File: config.mk
export PLATFORM = sky130hd
export DESIGN_NAME = debounced_ignition_session_tracker_core
export DESIGN_NICKNAME = d
export VERILOG_FILES = /design/src/rtl/core/dist_pkg.sv /design/src/rtl/core/dist_step.sv /design/src/rtl/core/debounced_ignition_session_tracker_core.sv
export SDC_FILE = /design/constraint.sdc
export NUM_CORES = 1
export LEC_CHECK = 0
export BUFFER_PORTS_ARGS = -buffer_cell sky130_fd_sc_hd__buf_2
export CORE_AREA = 2 2 179 181
export DETAILED_ROUTE_END_ITERATION = 8
export DIE_AREA = 0 0 181 183
export HOLD_SLACK_MARGIN = 0.12
export PLACE_DENSITY = 0.73
export REMOVE_ABC_BUFFERS = 1
export SLEW_MARGIN = 20
export SYNTH_ARGS = -nofsm -noshare
export SYNTH_HDL_FRONTEND = slang
export SYNTH_SLANG_ARGS = --single-unit
File: constraint.sdc
create_clock -name clk -period 4.6 [get_ports clk]
set_input_delay 0.23 -clock clk [delete_from_list [all_inputs] [get_ports clk]]
set_output_delay 0.23 -clock clk [all_outputs]
set_load 0.02 [all_outputs]
File: src/rtl/core/dist_pkg.sv
// ----------------------------------------------------------------------------
// dist_pkg: shared types for the debounced ignition session tracker
// Command codes, request and result payloads, and the tracker state record.
// ----------------------------------------------------------------------------
`timescale 1ns / 1ps

package dist_pkg;

  localparam logic [1:0] CMD_SAMPLE  = 2'd0;
  localparam logic [1:0] CMD_TAKE    = 2'd1;
  localparam logic [1:0] CMD_STARTED = 2'd2;
  localparam logic [1:0] CMD_STOPPED = 2'd3;

  localparam logic [15:0] SETTLE_MS_RESET = 16'd500;

  // Register indexes on the configuration port.
  localparam logic REG_SETTLE_MS = 1'b0;

  typedef struct packed {
    logic [1:0]  command;
    logic        ignition;
    logic [63:0] timestamp_ms;
  } dist_in_t;

  typedef struct packed {
    logic        start_granted;
    logic        stable_level;
    logic        stable_valid;
    logic        session_active;
    logic [31:0] session_number;
  } dist_out_t;

  typedef struct packed {
    logic        active;
    logic        raw_last;
    logic        raw_seen;
    logic        deb_level;
    logic        deb_known;
    logic        start_pending;
    logic [63:0] edge_time;
    logic [31:0] session_count;
  } dist_state_t;

endpackage

File: src/rtl/core/dist_step.sv
// ----------------------------------------------------------------------------
// dist_step: next-state and status logic for one request
// Debounce compare, start-request bookkeeping and session numbering.
// ----------------------------------------------------------------------------
`timescale 1ns / 1ps

module dist_step (
  input  dist_pkg::dist_state_t state,
  input  dist_pkg::dist_in_t    item,
  input  logic [15:0]           settle_ms,
  output dist_pkg::dist_state_t state_nxt,
  output dist_pkg::dist_out_t   result
);

  logic        changed;
  logic [64:0] diff;
  logic        too_early;
  logic        settled;
  logic        granted;

  assign changed = item.ignition != state.raw_last;
  assign diff    = {1'b0, item.timestamp_ms} - {1'b0, state.edge_time};

  // A raw change restarts the timer, so the elapsed time is zero then.
  assign too_early = !changed && diff[64];
  assign settled   = changed ? (settle_ms == 16'd0)
                             : (!diff[64] && ((diff[63:16] != 48'd0) ||
                                              (diff[15:0] >= settle_ms)));

  always_comb begin
    state_nxt = state;
    granted   = 1'b0;
    case (item.command)
      dist_pkg::CMD_SAMPLE: begin
        if (!state.raw_seen) begin
          state_nxt.raw_last  = item.ignition;
          state_nxt.edge_time = item.timestamp_ms;
          state_nxt.raw_seen  = 1'b1;
        end else begin
          if (changed) begin
            state_nxt.raw_last  = item.ignition;
            state_nxt.edge_time = item.timestamp_ms;
          end
          if (!too_early && settled) begin
            if (!state.deb_known) begin
              state_nxt.deb_level     = item.ignition;
              state_nxt.deb_known     = 1'b1;
              state_nxt.start_pending = item.ignition && !state.active;
            end else if (state.deb_level != item.ignition) begin
              state_nxt.deb_level     = item.ignition;
              state_nxt.start_pending = item.ignition;
            end
          end
        end
      end
      dist_pkg::CMD_TAKE: begin
        if (state.start_pending && !state.active) begin
          state_nxt.start_pending = 1'b0;
          granted                 = 1'b1;
        end
      end
      dist_pkg::CMD_STARTED: begin
        state_nxt.active = 1'b1;
        // The session number skips zero when it wraps.
        state_nxt.session_count = (state.session_count == 32'hFFFF_FFFF) ? 32'd1
                                : state.session_count + 32'd1;
      end
      dist_pkg::CMD_STOPPED: begin
        state_nxt.active = 1'b0;
      end
      default: begin
        state_nxt = state;
      end
    endcase
  end

  assign result.start_granted  = granted;
  assign result.stable_level   = state_nxt.deb_level;
  assign result.stable_valid   = state_nxt.deb_known;
  assign result.session_active = state_nxt.active;
  assign result.session_number = state_nxt.session_count;

endmodule

File: src/rtl/core/debounced_ignition_session_tracker_core.sv
// ----------------------------------------------------------------------------
// debounced_ignition_session_tracker_core: ignition debouncer and session FSM
// Takes one event per request and returns one status result per request.
// ----------------------------------------------------------------------------
// Usage:
//   in_valid/in_ready carry one event: an ignition sample with a timestamp,
//   a take-start request, mark-started or mark-stopped. out_valid/out_ready
//   carry one status result per event, in order.
//   An accepted request sits in the input register until it advances; the
//   state update and the result are then written together into the state
//   and result registers, out_valid rises with that write, and the result
//   is taken from the result register while out_ready is high.
//   Throughput is one request per cycle while the receiver takes each result;
//   the single debounce subtract and compare between the input register and
//   the result register sets it. When the receiver stalls, the result register
//   holds its value and the input register still takes one more request, after which in_ready drops.
//   A synchronous reset (rst_n low) empties both registers, returns the
//   tracker to idle with no session and no debounced level, and sets the
//   settle time back to 500 ms. The APB port at address 0 holds the settle
//   time; write it only while no request is in flight.
// ----------------------------------------------------------------------------
`timescale 1ns / 1ps

module debounced_ignition_session_tracker_core (
  input  logic                clk,
  input  logic                rst_n,
  input  logic                in_valid,
  output logic                in_ready,
  input  dist_pkg::dist_in_t  in_data,
  output logic                out_valid,
  input  logic                out_ready,
  output dist_pkg::dist_out_t out_data,
  input  logic                psel,
  input  logic                penable,
  input  logic                pwrite,
  input  logic [2:0]          paddr,
  input  logic [31:0]         pwdata,
  output logic [31:0]         prdata,
  output logic                pready
);

  logic                  s1_valid_r;
  dist_pkg::dist_in_t    s1_item_r;
  logic                  out_valid_r;
  dist_pkg::dist_out_t   out_data_r;
  dist_pkg::dist_state_t state_r;
  dist_pkg::dist_state_t state_nxt;
  dist_pkg::dist_out_t   result;
  logic [15:0]           settle_ms_r;
  logic                  advance;
  logic                  cfg_wr;

  assign advance  = s1_valid_r && (!out_valid_r || out_ready);
  assign in_ready = !s1_valid_r || advance;

  assign pready = 1'b1;
  assign cfg_wr = psel && penable && pwrite && pready;
  assign prdata = (paddr[2] == dist_pkg::REG_SETTLE_MS) ? {16'd0, settle_ms_r} : 32'd0;

  dist_step u_step (
    .state     (state_r),
    .item      (s1_item_r),
    .settle_ms (settle_ms_r),
    .state_nxt (state_nxt),
    .result    (result)
  );

  always_ff @(posedge clk) begin
    if (!rst_n) begin
      settle_ms_r <= dist_pkg::SETTLE_MS_RESET;
    end else if (cfg_wr && (paddr[2] == dist_pkg::REG_SETTLE_MS)) begin
      settle_ms_r <= pwdata[15:0];
    end
  end

  always_ff @(posedge clk) begin
    if (!rst_n) begin
      s1_valid_r <= 1'b0;
    end else if (in_ready) begin
      s1_valid_r <= in_valid;
    end
  end

  always_ff @(posedge clk) begin
    if (in_ready && in_valid) begin
      s1_item_r <= in_data;
    end
  end

  always_ff @(posedge clk) begin
    if (!rst_n) begin
      out_valid_r <= 1'b0;
    end else if (advance) begin
      out_valid_r <= 1'b1;
    end else if (out_ready) begin
      out_valid_r <= 1'b0;
    end
  end

  always_ff @(posedge clk) begin
    if (advance) begin
      out_data_r <= result;
    end
  end

  always_ff @(posedge clk) begin
    if (!rst_n) begin
      state_r <= '0;
    end else if (advance) begin
      state_r <= state_nxt;
    end
  end

  assign out_valid = out_valid_r;
  assign out_data  = out_data_r;

endmodule

==> flow_summary.yaml, run 1 <==
layout:
  layout.nets: 2041
  drive_gt1_share_pct: 16.4
  fillerInstances: 2787
  area_delta_synth_final_pct: 22.6
  utilization_pct: 54.5
  fin_area_um2: 17000
sta:
  timing.fmax_ghz: 0.210
  maxSlewViolCount: 0
  tns_ns: -0.474
  layout_min_cycle_time_ns: 4.76
  max_slew_margin_pct: 40.3
  setup_viol: 5
  tightestPinTransition_ns: 0.893
  final.setup_skew_ns: 0.0149
  final.setup.worst_slack_ns: -0.161
  finalCritPeriodShare_pct: 104
  rsz0062_at_grt: "true"
  finalHoldViolCount: 0
synth:
  async_flop_share_pct: 0
  synth_mux_area_share_pct: 0.973
  yosysSeqAreaShare_pct: 39.6
  syn-cell-area_um2: 13900
  synth_fa_ha_area_share_pct: 7.44
  ys_ff_latch: 223
  synth_xor_area_share_pct: 5.55
  yosysTopAreaCell: "edfxtp_1"
  synth_top_family_by_area: "compound AO/OA/AOI/OAI gates"
  synth-edff-count: 103
  synth.distinct_cells: 80
  yosysWarnings: 0
  synth_top_area_share_pct: 22.3
  synth-simple-area-share_pct: 20.0
  avgSynthCellArea_um2: 8.55
  yosys_most_used_dff: "dfxtp_1"
  synth_cells: 1624
  yosys-top-cells-area: "edfxtp_1 (22%), dfxtp_1 (17%), nand2_1 (8.0%)"
  synth_compound_area_share_pct: 20.2
routing:
  antenna_left: 0
  drc: 0
  wl_per_cell_um: 16.2
  vias_per_cell: 5.36
  via_count: 12200
  finalWirelength_um: 36900
  drt_iter0_drc: 714
  dr.pass1.iters: 5
pwr:
  p_comb_share_pct: 18.3
  swShare_pct: 27.0
  irDropWorstVdd_mv: 0.231
  power-per-cell-area_nw_per_um2: 304
  p_leak_nw: 6.29
  internal_power_mw: 3.77
  clock_power_share_pct: 39.4
  finalPower_mw: 5.17
  switchingPower_mw: 1.39
  seq_power_share_pct: 42.4
critical_path:
  crit_start: "s1_item_r[3]$_DFFE_PP_"
  arrival_ns: 5.06
  r2r-start: "s1_item_r[3]$_DFFE_PP_"
  cp-start-kind: "flop"
  required_ns: 4.90
  setup.worst_path.class: "reg2reg"
  cp_max_fo: 3
  end_kind: "flop"
floorplanning:
  initial_core_util_pct: 44.5
  die_area_um2: 33100
  fp-row-count: 65
  die_w_um: 181
  ios: 180
  core_um2: 31200
  die_height_um: 183
placed_design:
  hpwl_um: 26900
  gp_congestion: 0.918
  dpl_worst_slack_ns: -0.271
  dpl_cell_area_um2: 15100
  portBuffers: 144
worst_hold_path:
  worstHoldStart: "rst_n"
  hold_path.class: "in2reg"
grt:
  grt_overflow: 0
  met3_usage_pct: 2.70
  use_met1_pct: 29.0
  grt_use_total_pct: 22.0
  busiest_layer: "met2"
  grt_pass1_wl_um: 59900
  grt_max_degree: 70
  antenna_found_initial: 1
  grtUsageMet2_pct: 37.7
  grt_pass1_vias: 11900
clocking:
  path_clk_slew_ns: 0.06
  clk_latency_ns: 0.54
  numCtsBuffers: 24
  htree_levels: 1
  cts_tree: "yes"
  cts_buffer_depth: 3
  cts_sinks: 223
  cts.root.buffer_cell: "clkbuf_16"
run_status:
  violations: "setup timing"
  status: "complete, but fails checks"
run:
  maxCapViolCount: 0
==> critical path: stages (launching register included) <==
cell and delay (ns):
edfxtp_1 0.43, ha_4 0.24, buf_6 0.11, buf_6 0.10, o211ai_1 0.27, a21oi_4 0.07, buf_6 0.13, o21ai_4 0.12
nand2_2 0.09, xor2_2 0.18, ha_2 0.19, a21oi_2 0.17, nor2b_4 0.05, o21ai_2 0.16, o2111ai_2 0.14, nor4_2 0.27
o2111ai_1 0.18, nor4b_2 0.31, nand4_1 0.17, nor4_2 0.26, and4_1 0.24, nand4_1 0.14, and3_4 0.19, mux2_4 0.28
==> layer usage <==
| layer | vias to the layer above | share of wire [%] |
|---|---|---|
| li1 | 6120 | - |
| met1 | 5675 | 46 |
| met2 | 317 | 46 |
| met3 | 63 | 4.9 |
| met4 | 0 | 3.2 |
| met5 | - | 0 |
==> synthesized netlist by cell type (all sizes together), types with 3 or more instances <==
master	count
nand2	296
dfxtp	120
nor2	113
edfxtp	103
a21boi	101
a21oi	99
inv	92
ha	81
o21ai	77
buf	54
nand4	51
xnor2	50
clkbuf	48
xor2	38
nand3	35
a21o	27
o21a	22
nor3	21
nor2b	15
o211ai	15
and2	12
and3	12
mux2i	12
a211oi	11
nor4	11
nand2b	10
a31oi	9
o2111ai	9
or3	9
nor3b	7
o21bai	7
o211a	5
or2	5
a2111oi	4
a211o	3
a31o	3
nand4b	3
o221ai	3
==> layout by cell type (no fill, tap or decap), drive strengths merged, types with 10 or more instances in the layout <==
cell type,count
dlygate4sd3,86
nor2b,15
nand2,296
o21a,22
nor4,11
nor3,21
o211ai,15
conb,17
buf,201
clkbuf,33
ha,81
edfxtp,103
nand4,51
and3,12
mux2i,12
nand2b,10
xor2,38
a21o,27
and2,12
xnor2,50
a21oi,99
dfxtp,120
o21ai,77
nand3,35
a211oi,11
inv,93
nor2,113
a21boi,101
==> power by group through the flow <==
stage,Clock [mW],Combinational [mW],Sequential (mW)
floorplan,0,0.538,2.24
global placement,0,0.836,2.23
finish,2.03,0.943,2.19
detailed placement,0,0.841,2.23
global route,2.16,1.04,2.20
CTS,2.08,0.913,2.19
==> state kept, by name (all words and copies together), names as in the netlist <==
| name | count |
|---|---|
| out_data | 36 |
| state_r | 102 |
| s1_item_r | 67 |
| s1_valid_r | 1 |
| settle_ms_r | 16 |
| out_valid | 1 |
==> repair_timing <==
item                                   4_1_cts  5_1_grt
buffers inserted                             3        1
hold buffers                                86        0
endpoints found under the hold margin       85        0
setup endpoints to repair                    5        5
gates resized for setup                     16       26
pin swaps                                   10       25
==> kinds of logic after synthesis <==
group	count (synthesis)
DFF	223
adders and majority gates	82
buffers and inverters	195
AOI/OAI and AO/OA	412
xor gates and xnor gates	88
muxes	13
and+or+nand+nor	609
other	2
==> final cells by class <==
type | instances | area, µm² | share of cell area [%]
well taps | 402 | 503 | 2.96
clock inverters | 11 | 185 | 1.09
inverters | 93 | 349 | 2.05
flip-flops and latches | 223 | 5500 | 32.3
multi-input cells | 1221 | 7800 | 45.9
repair buffers | 287 | 2020 | 11.9
diodes | 1 | 2.50 | 0.0147
clock buffers | 33 | 654 | 3.85
==> final timing paths <==
check | slack (ns) | end | depth (start not counted)
max | -0.16 | out_data[34]$_DFFE_PP_ | 23
min | 0.36 | state_r[63]$_SDFFE_PN0P_ | 2
max reg2reg | -0.16 | out_data[34]$_DFFE_PP_ | 23
min reg2reg | 0.46 | state_r[65]$_SDFFE_PN0P_ | 2
==> stage by stage <==
| stage | instances | hold WS, ns |
|---|---|---|
| CTS | 2269 | 0.343 |
| floorplan | 1537 | 0.319 |
| global route | 2271 | 0.385 |
| finish | 2271 | 0.359 |
| detailed placement | 2136 | 0.408 |
| global placement | 2136 | 0.408 |
Power figures use the tool's default switching activity.
==> run 2, diff against run 1 <==
--- a/config.mk
+++ b/config.mk
@@ -5,12 +5,13 @@
 export SDC_FILE = /design/constraint.sdc
 export NUM_CORES = 1
 export LEC_CHECK = 0
+export ABC_AREA = 1
 export BUFFER_PORTS_ARGS = -buffer_cell sky130_fd_sc_hd__buf_2
-export CORE_AREA = 2 2 179 181
+export CORE_AREA = 2 2 170 172
 export DETAILED_ROUTE_END_ITERATION = 8
-export DIE_AREA = 0 0 181 183
+export DIE_AREA = 0 0 172 174
 export HOLD_SLACK_MARGIN = 0.12
-export PLACE_DENSITY = 0.73
+export PLACE_DENSITY = 0.83
 export REMOVE_ABC_BUFFERS = 1
 export SLEW_MARGIN = 20
 export SYNTH_ARGS = -nofsm -noshare
==> run 2 against run 1 <==
The flow now finishes without violations. Core utilization increased by 8.1 points. Worst setup slack improved by 0.80 ns. Routed wire length increased by 17%. Clock power increased by 3%. Sequential cell count unchanged. Clock skew decreased by 0.0062 ns. Sequential power increased by 2%. Sequential share of layout area decreased by 1.2 points. Final cell count increased by 26%. Via count increased by 22%. Synthesized cell count increased by 38%.
==> flow_summary.yaml, run 2 <==
sta:
  tightestPinTransition_ns: 1.05
  finalHoldViolCount: 0
  max_slew_margin_pct: 29.8
  rsz0062_at_grt: "false"
  final.setup_skew_ns: 0.00869
  timing.fmax_ghz: 0.253
  maxSlewViolCount: 0
  whs_ns: 0.332
  layout_min_cycle_time_ns: 3.96
  final.setup.worst_slack_ns: 0.643
  finalCritPeriodShare_pct: 86.0
  setup_viol: 0
  tns_ns: 0
synth:
  yosysWarnings: 0
  syn-cell-area_um2: 14900
  avgSynthCellArea_um2: 6.66
  yosysTopAreaCell: "edfxtp_1"
  synth-edff-count: 103
  synth.distinct_cells: 49
  yosysMostFrequentCell: "nand2_1"
  yosys-top-cells-area: "edfxtp_1 (21%), nand2_1 (16%), dfxtp_1 (16%)"
  synth_cells: 2242
  yosys_most_used_dff: "dfxtp_1"
  async_flop_share_pct: 0
  ys_ff_latch: 223
  yosysSeqAreaShare_pct: 36.8
  synth_top_area_share_pct: 20.7
  synth.top_cells.by_count: "nand2_1 (653), inv_1 (460), nor2_1 (201)"
placed_design:
  gp_congestion: 0.967
  dpl_worst_slack_ns: 0.692
  portBuffers: 144
  dpl_cell_area_um2: 15900
  dp.cells: 2731
  hpwl_um: 32300
grt:
  grt_pass1_vias: 14200
  grt_overflow: 0
  grt_max_degree: 84
  grt_pass1_wl_um: 69000
  antenna_found_initial: 0
  grt_use_total_pct: 28.7
run_status:
  status: "finished, final reports clean"
run:
  maxCapViolCount: 0
pwr:
  finalPower_mw: 5.51
  switchingPower_mw: 1.66
  clock_power_share_pct: 37.8
  internal_power_mw: 3.86
  power-per-cell-area_nw_per_um2: 312
  p_leak_nw: 8.89
  swShare_pct: 30.0
  p_comb_share_pct: 21.5
  seq_power_share_pct: 40.6
  irDropWorstVdd_mv: 0.300
routing:
  wl_per_cell_um: 15.1
  drc: 0
  vias_per_cell: 5.20
  finalWirelength_um: 43300
  dr.pass1.iters: 5
  antenna_left: 0
  via_count: 14900
  drt_iter0_drc: 1115
critical_path:
  cp-start-kind: "flop"
  setup.worst_path.class: "reg2reg"
  slowest_stage: "fa_1"
  required_ns: 4.90
  arrival_ns: 4.26
  end_kind: "flop"
  rr_worst_depth: 27
  cp_max_fo: 4
  path_common_cell: "nand2_1"
  max_stage_delay_ns: 0.42
layout:
  layoutNonFillerInstCount: 2863
  largest_register: "state_r"
  drive_gt1_share_pct: 8.88
  mostFrequentLayoutCells: "nand2_1 (653), inv_1 (457), nor2_1 (201)"
  area_delta_synth_final_pct: 18.2
  largest_reg_flops: 102
  layout.nets: 2650
  utilization_pct: 62.5
  fillerInstances: 2548
  fin_area_um2: 17700
  mostFrequentLayoutCell: "nand2_1"
worst_hold_path:
  holdPathStages: 3
  hold_path.class: "in2reg"
floorplanning:
  initial_core_util_pct: 52.9
  core_um2: 28200
  die_w_um: 172
  ios: 180
  die_area_um2: 29900
  die_height_um: 174
  fp-row-count: 62
clocking:
  clk_latency_ns: 0.55
  cts_sinks: 223
  cts_tree: "yes"
  cts_buffer_depth: 3
  htree_levels: 1
  post_cts_buffers: 0
  path_clk_slew_ns: 0.06
  numCtsBuffers: 25
  cts.root.buffer_cell: "clkbuf_16"
## run 2: what timing repair did
item                      CTS  global route
hold buffers               85             0
resized for setup           0             0
hold endpoints to repair   85             0
## run 2: worst paths after layout
check,start,end,slack (ns)
min reg2reg,state_r[62]$_SDFFE_PN0P_,state_r[62]$_SDFFE_PN0P_,0.46
min,penable,settle_ms_r[6]$_SDFFE_PN1P_,0.33
max reg2reg,s1_item_r[0]$_DFFE_PP_,out_data[34]$_DFFE_PP_,0.64
max,s1_item_r[0]$_DFFE_PP_,out_data[34]$_DFFE_PP_,0.64
## run 2: worst max-delay path: cells and delay by family, from the launching register on
kind,cells,cell delay (ns)
buf+inv,2,0.21
flops,1,0.32
simple gates,18,1.83
fa+ha+maj,3,0.84
compound gates,3,0.39
xor+xnor,1,0.10
## run 2: cell families after synthesis
| kind of cell | count (synthesis) | synth area share [%] |
|---|---|---|
| DFF | 223 | 36.8 |
| AOI/OAI and AO/OA | 356 | 12.6 |
| buffers and inverters | 523 | 13.6 |
| adders and majority gates | 82 | 6.92 |
| other | 2 | 0.0503 |
| xor gates and xnor gates | 24 | 1.41 |
| and+or+nand+nor | 1032 | 28.7 |
## run 2: area by class of cell
| type | instances | area (µm²) | area share [%] |
|---|---|---|---|
| Multi-Input combinational cell | 1511 | 7470 | 42.3 |
| Sequential cell | 223 | 5500 | 31.1 |
| Inverter | 465 | 1750 | 9.90 |
| Timing Repair Buffer | 233 | 1600 | 9.07 |
| Clock buffer | 33 | 676 | 3.83 |
| Tap cell | 384 | 480 | 2.72 |
| Clock inverter | 13 | 188 | 1.06 |
| Antenna cell | 1 | 2.50 | 0.0142 |
## run 2: routing by layer
metal	wire, µm	global-route usage (%)	vias to the layer above
met5	0	0	-
met4	1200	8.19	0
met3	3240	4.26	92
met2	20100	48.9	562
met1	18700	37.8	6766
li1	-	-	7460
## run 2: power by group through the flow
| stage | sequential, mW | combinational, mW | clock (mW) |
|---|---|---|---|
| after global routing | 2.25 | 1.33 | 2.19 |
| after global placement | 2.27 | 1.07 | 0 |
| after floorplan | 2.29 | 0.748 | 0 |
| after detailed placement | 2.28 | 1.10 | 0 |
| final | 2.24 | 1.19 | 2.09 |
| after CTS | 2.24 | 1.16 | 2.12 |
==> run 3, diff against run 2 <==
--- a/config.mk
+++ b/config.mk
@@ -7,10 +7,9 @@
 export LEC_CHECK = 0
 export ABC_AREA = 1
 export BUFFER_PORTS_ARGS = -buffer_cell sky130_fd_sc_hd__buf_2
-export CORE_AREA = 2 2 170 172
+export CORE_AREA = 2 2 179 163
 export DETAILED_ROUTE_END_ITERATION = 8
-export DIE_AREA = 0 0 172 174
-export HOLD_SLACK_MARGIN = 0.12
+export DIE_AREA = 0 0 181 165
 export PLACE_DENSITY = 0.83
 export REMOVE_ABC_BUFFERS = 1
 export SLEW_MARGIN = 20
==> run 3 against run 2 <==
Sequential share of layout area up 0.30 points. Non-clock buffer count down 2. Die area down 0.21%. Worst hold slack worse by 0.31 ns. Core utilization up 0.23 points. First-iteration DRC count up 2.6%. Sequential cell count unchanged.
==> flow_summary.yaml, run 3 (synthesized netlist as in run 2, its figures left out) <==
routing:
  vias_per_cell: 5.26
  finalWirelength_um: 44200
  drt_iter0_drc: 1144
  dr.pass1.iters: 6
  wl_per_cell_um: 15.6
  antenna_left: 0
  via_count: 14900
  drc: 0
critical_path:
  arrival_ns: 4.37
  r2r-start: "s1_item_r[0]$_DFFE_PP_"
  setup.worst_path.class: "reg2reg"
  cp_max_fo: 4
  end_kind: "flop"
  required_ns: 4.90
  max_stage_delay_ns: 0.46
  cp-start-kind: "flop"
  path_common_cell: "nand2_1"
  crit_start: "s1_item_r[0]$_DFFE_PP_"
  slowest_stage: "fa_1"
clocking:
  cts.repair.resized: 0
  post_cts_buffers: 0
  cts_sinks: 223
  clk_latency_ns: 0.54
  path_clk_slew_ns: 0.07
  htree_levels: 1
  cts_tree: "yes"
  numCtsBuffers: 23
  cts.root.buffer_cell: "clkbuf_16"
  cts_buffer_depth: 3
pwr:
  p_comb_share_pct: 22.6
  switchingPower_mw: 1.64
  irDropWorstVdd_mv: 0.327
  swShare_pct: 31.0
  clock_power_share_pct: 35.2
  seq_power_share_pct: 42.3
  p_leak_nw: 8.84
  internal_power_mw: 3.66
  power-per-cell-area_nw_per_um2: 303
layout:
  mostFrequentLayoutCells: "nand2_1 (653), inv_1 (457), nor2_1 (201)"
  layout.nets: 2646
  area_delta_synth_final_pct: 17.1
  fin_area_um2: 17500
  layoutNonFillerInstCount: 2832
  antenna_cells: 0
  largest_register: "state_r"
  mostFrequentLayoutCell: "nand2_1"
  drive_gt1_share_pct: 8.74
  largest_reg_flops: 102
  fillerInstances: 2543
floorplanning:
  die_area_um2: 29900
  die_w_um: 181
  core_um2: 27900
  ios: 180
  initial_core_util_pct: 53.6
  fp-row-count: 58
  die_height_um: 165
sta:
  maxSlewViolCount: 0
  whs_ns: 0.0231
  timing.fmax_ghz: 0.245
  tns_ns: 0
  finalCritPeriodShare_pct: 88.6
  max_slew_margin_pct: 27.7
  rsz0062_at_grt: "false"
  tightestPinTransition_ns: 1.08
  layout_min_cycle_time_ns: 4.08
  finalHoldViolCount: 0
  final.setup_skew_ns: 0.00814
  setup_viol: 0
  final.setup.worst_slack_ns: 0.523
grt:
  grt_max_degree: 92
  grt_use_total_pct: 29.5
  grt_pass1_wl_um: 70700
  grt_pass1_vias: 14100
  antenna_found_initial: 0
  grt_overflow: 0
run:
  maxCapViolCount: 0
placed_design:
  gp_congestion: 0.963
  hpwl_um: 32900
  portBuffers: 144
  dpl_worst_slack_ns: 0.628
  dpl_cell_area_um2: 15900
  dp.cells: 2707
worst_hold_path:
  worstHoldStart: "pwdata[0]"
  hold_path.class: "in2reg"
run_status:
  status: "finished, final reports clean"
## run 3: cell types whose count changed in the layout (fill, tap and decap cells not counted), sizes merged
cell and delta:
bufinv -3, diode -1, dlygate4sd3 -2, clkinv +1, clkinvlp -2
## run 3: worst paths after layout
check,to,slack (ns),depth (start not counted)
worst max-delay path,out_data[34]$_DFFE_PP_,0.52,26
worst min-delay path,settle_ms_r[0]$_SDFFE_PN0P_,0.02,3
worst max register to register,out_data[34]$_DFFE_PP_,0.52,26
worst min register to register,state_r[66]$_SDFFE_PN0P_,0.46,2
## run 3: repair_timing
action                                 in CTS  in global routing
setup endpoints to repair                   0                  0
hold buffers                               83                  0
endpoints found under the hold margin      83                  0
## run 3: power groups by stage
stage	sequential, mW	clock, mW	combinational [mW]
6_report	2.24	1.86	1.20
3_3_place_gp	2.27	0	1.08
5_1_grt	2.25	1.96	1.34
3_5_place_dp	2.28	0	1.10
2_1_floorplan	2.29	0	0.748
4_1_cts	2.24	1.89	1.17
## run 3: per-stage QoR
stage / util [%] / power (mW)
4_1_cts: 62.8 / 5.30
5_1_grt: 62.8 / 5.55
3_5_place_dp: 57.1 / 3.38
3_3_place_gp: 57.1 / 3.35
2_1_floorplan: - / 3.04
6_report: 62.8 / 5.30
## run 3: worst max-delay path: cells and delay by family, from the launching register on
family / cells / cell delay (ns)
xor gates and xnor gates: 1 / 0.26
buffers and inverters: 2 / 0.19
DFF: 1 / 0.32
AOI/OAI and AO/OA: 2 / 0.32
and+or+nand+nor: 18 / 1.78
adders and majority gates: 3 / 0.97
## run 3: layout make-up
type | count | area, µm² | area share (%)
clock buffers | 33 | 663 | 3.79
clock inverters | 9 | 86.3 | 0.493
repair buffers | 231 | 1580 | 9.04
inverters | 465 | 1750 | 9.99
well taps | 360 | 450 | 2.57
multi-input cells | 1511 | 7470 | 42.7
flip-flops and latches | 223 | 5500 | 31.4
## run 3: metal layers
| metal | GRT usage [%] | up-vias | part of all wire (%) |
|---|---|---|---|
| met3 | 3.46 | 77 | 8.0 |
| li1 | - | 7444 | - |
| met1 | 40.3 | 6782 | 45 |
| met4 | 6.98 | 0 | 2.3 |
| met5 | 0 | - | 0 |
| met2 | 50.2 | 601 | 45 |
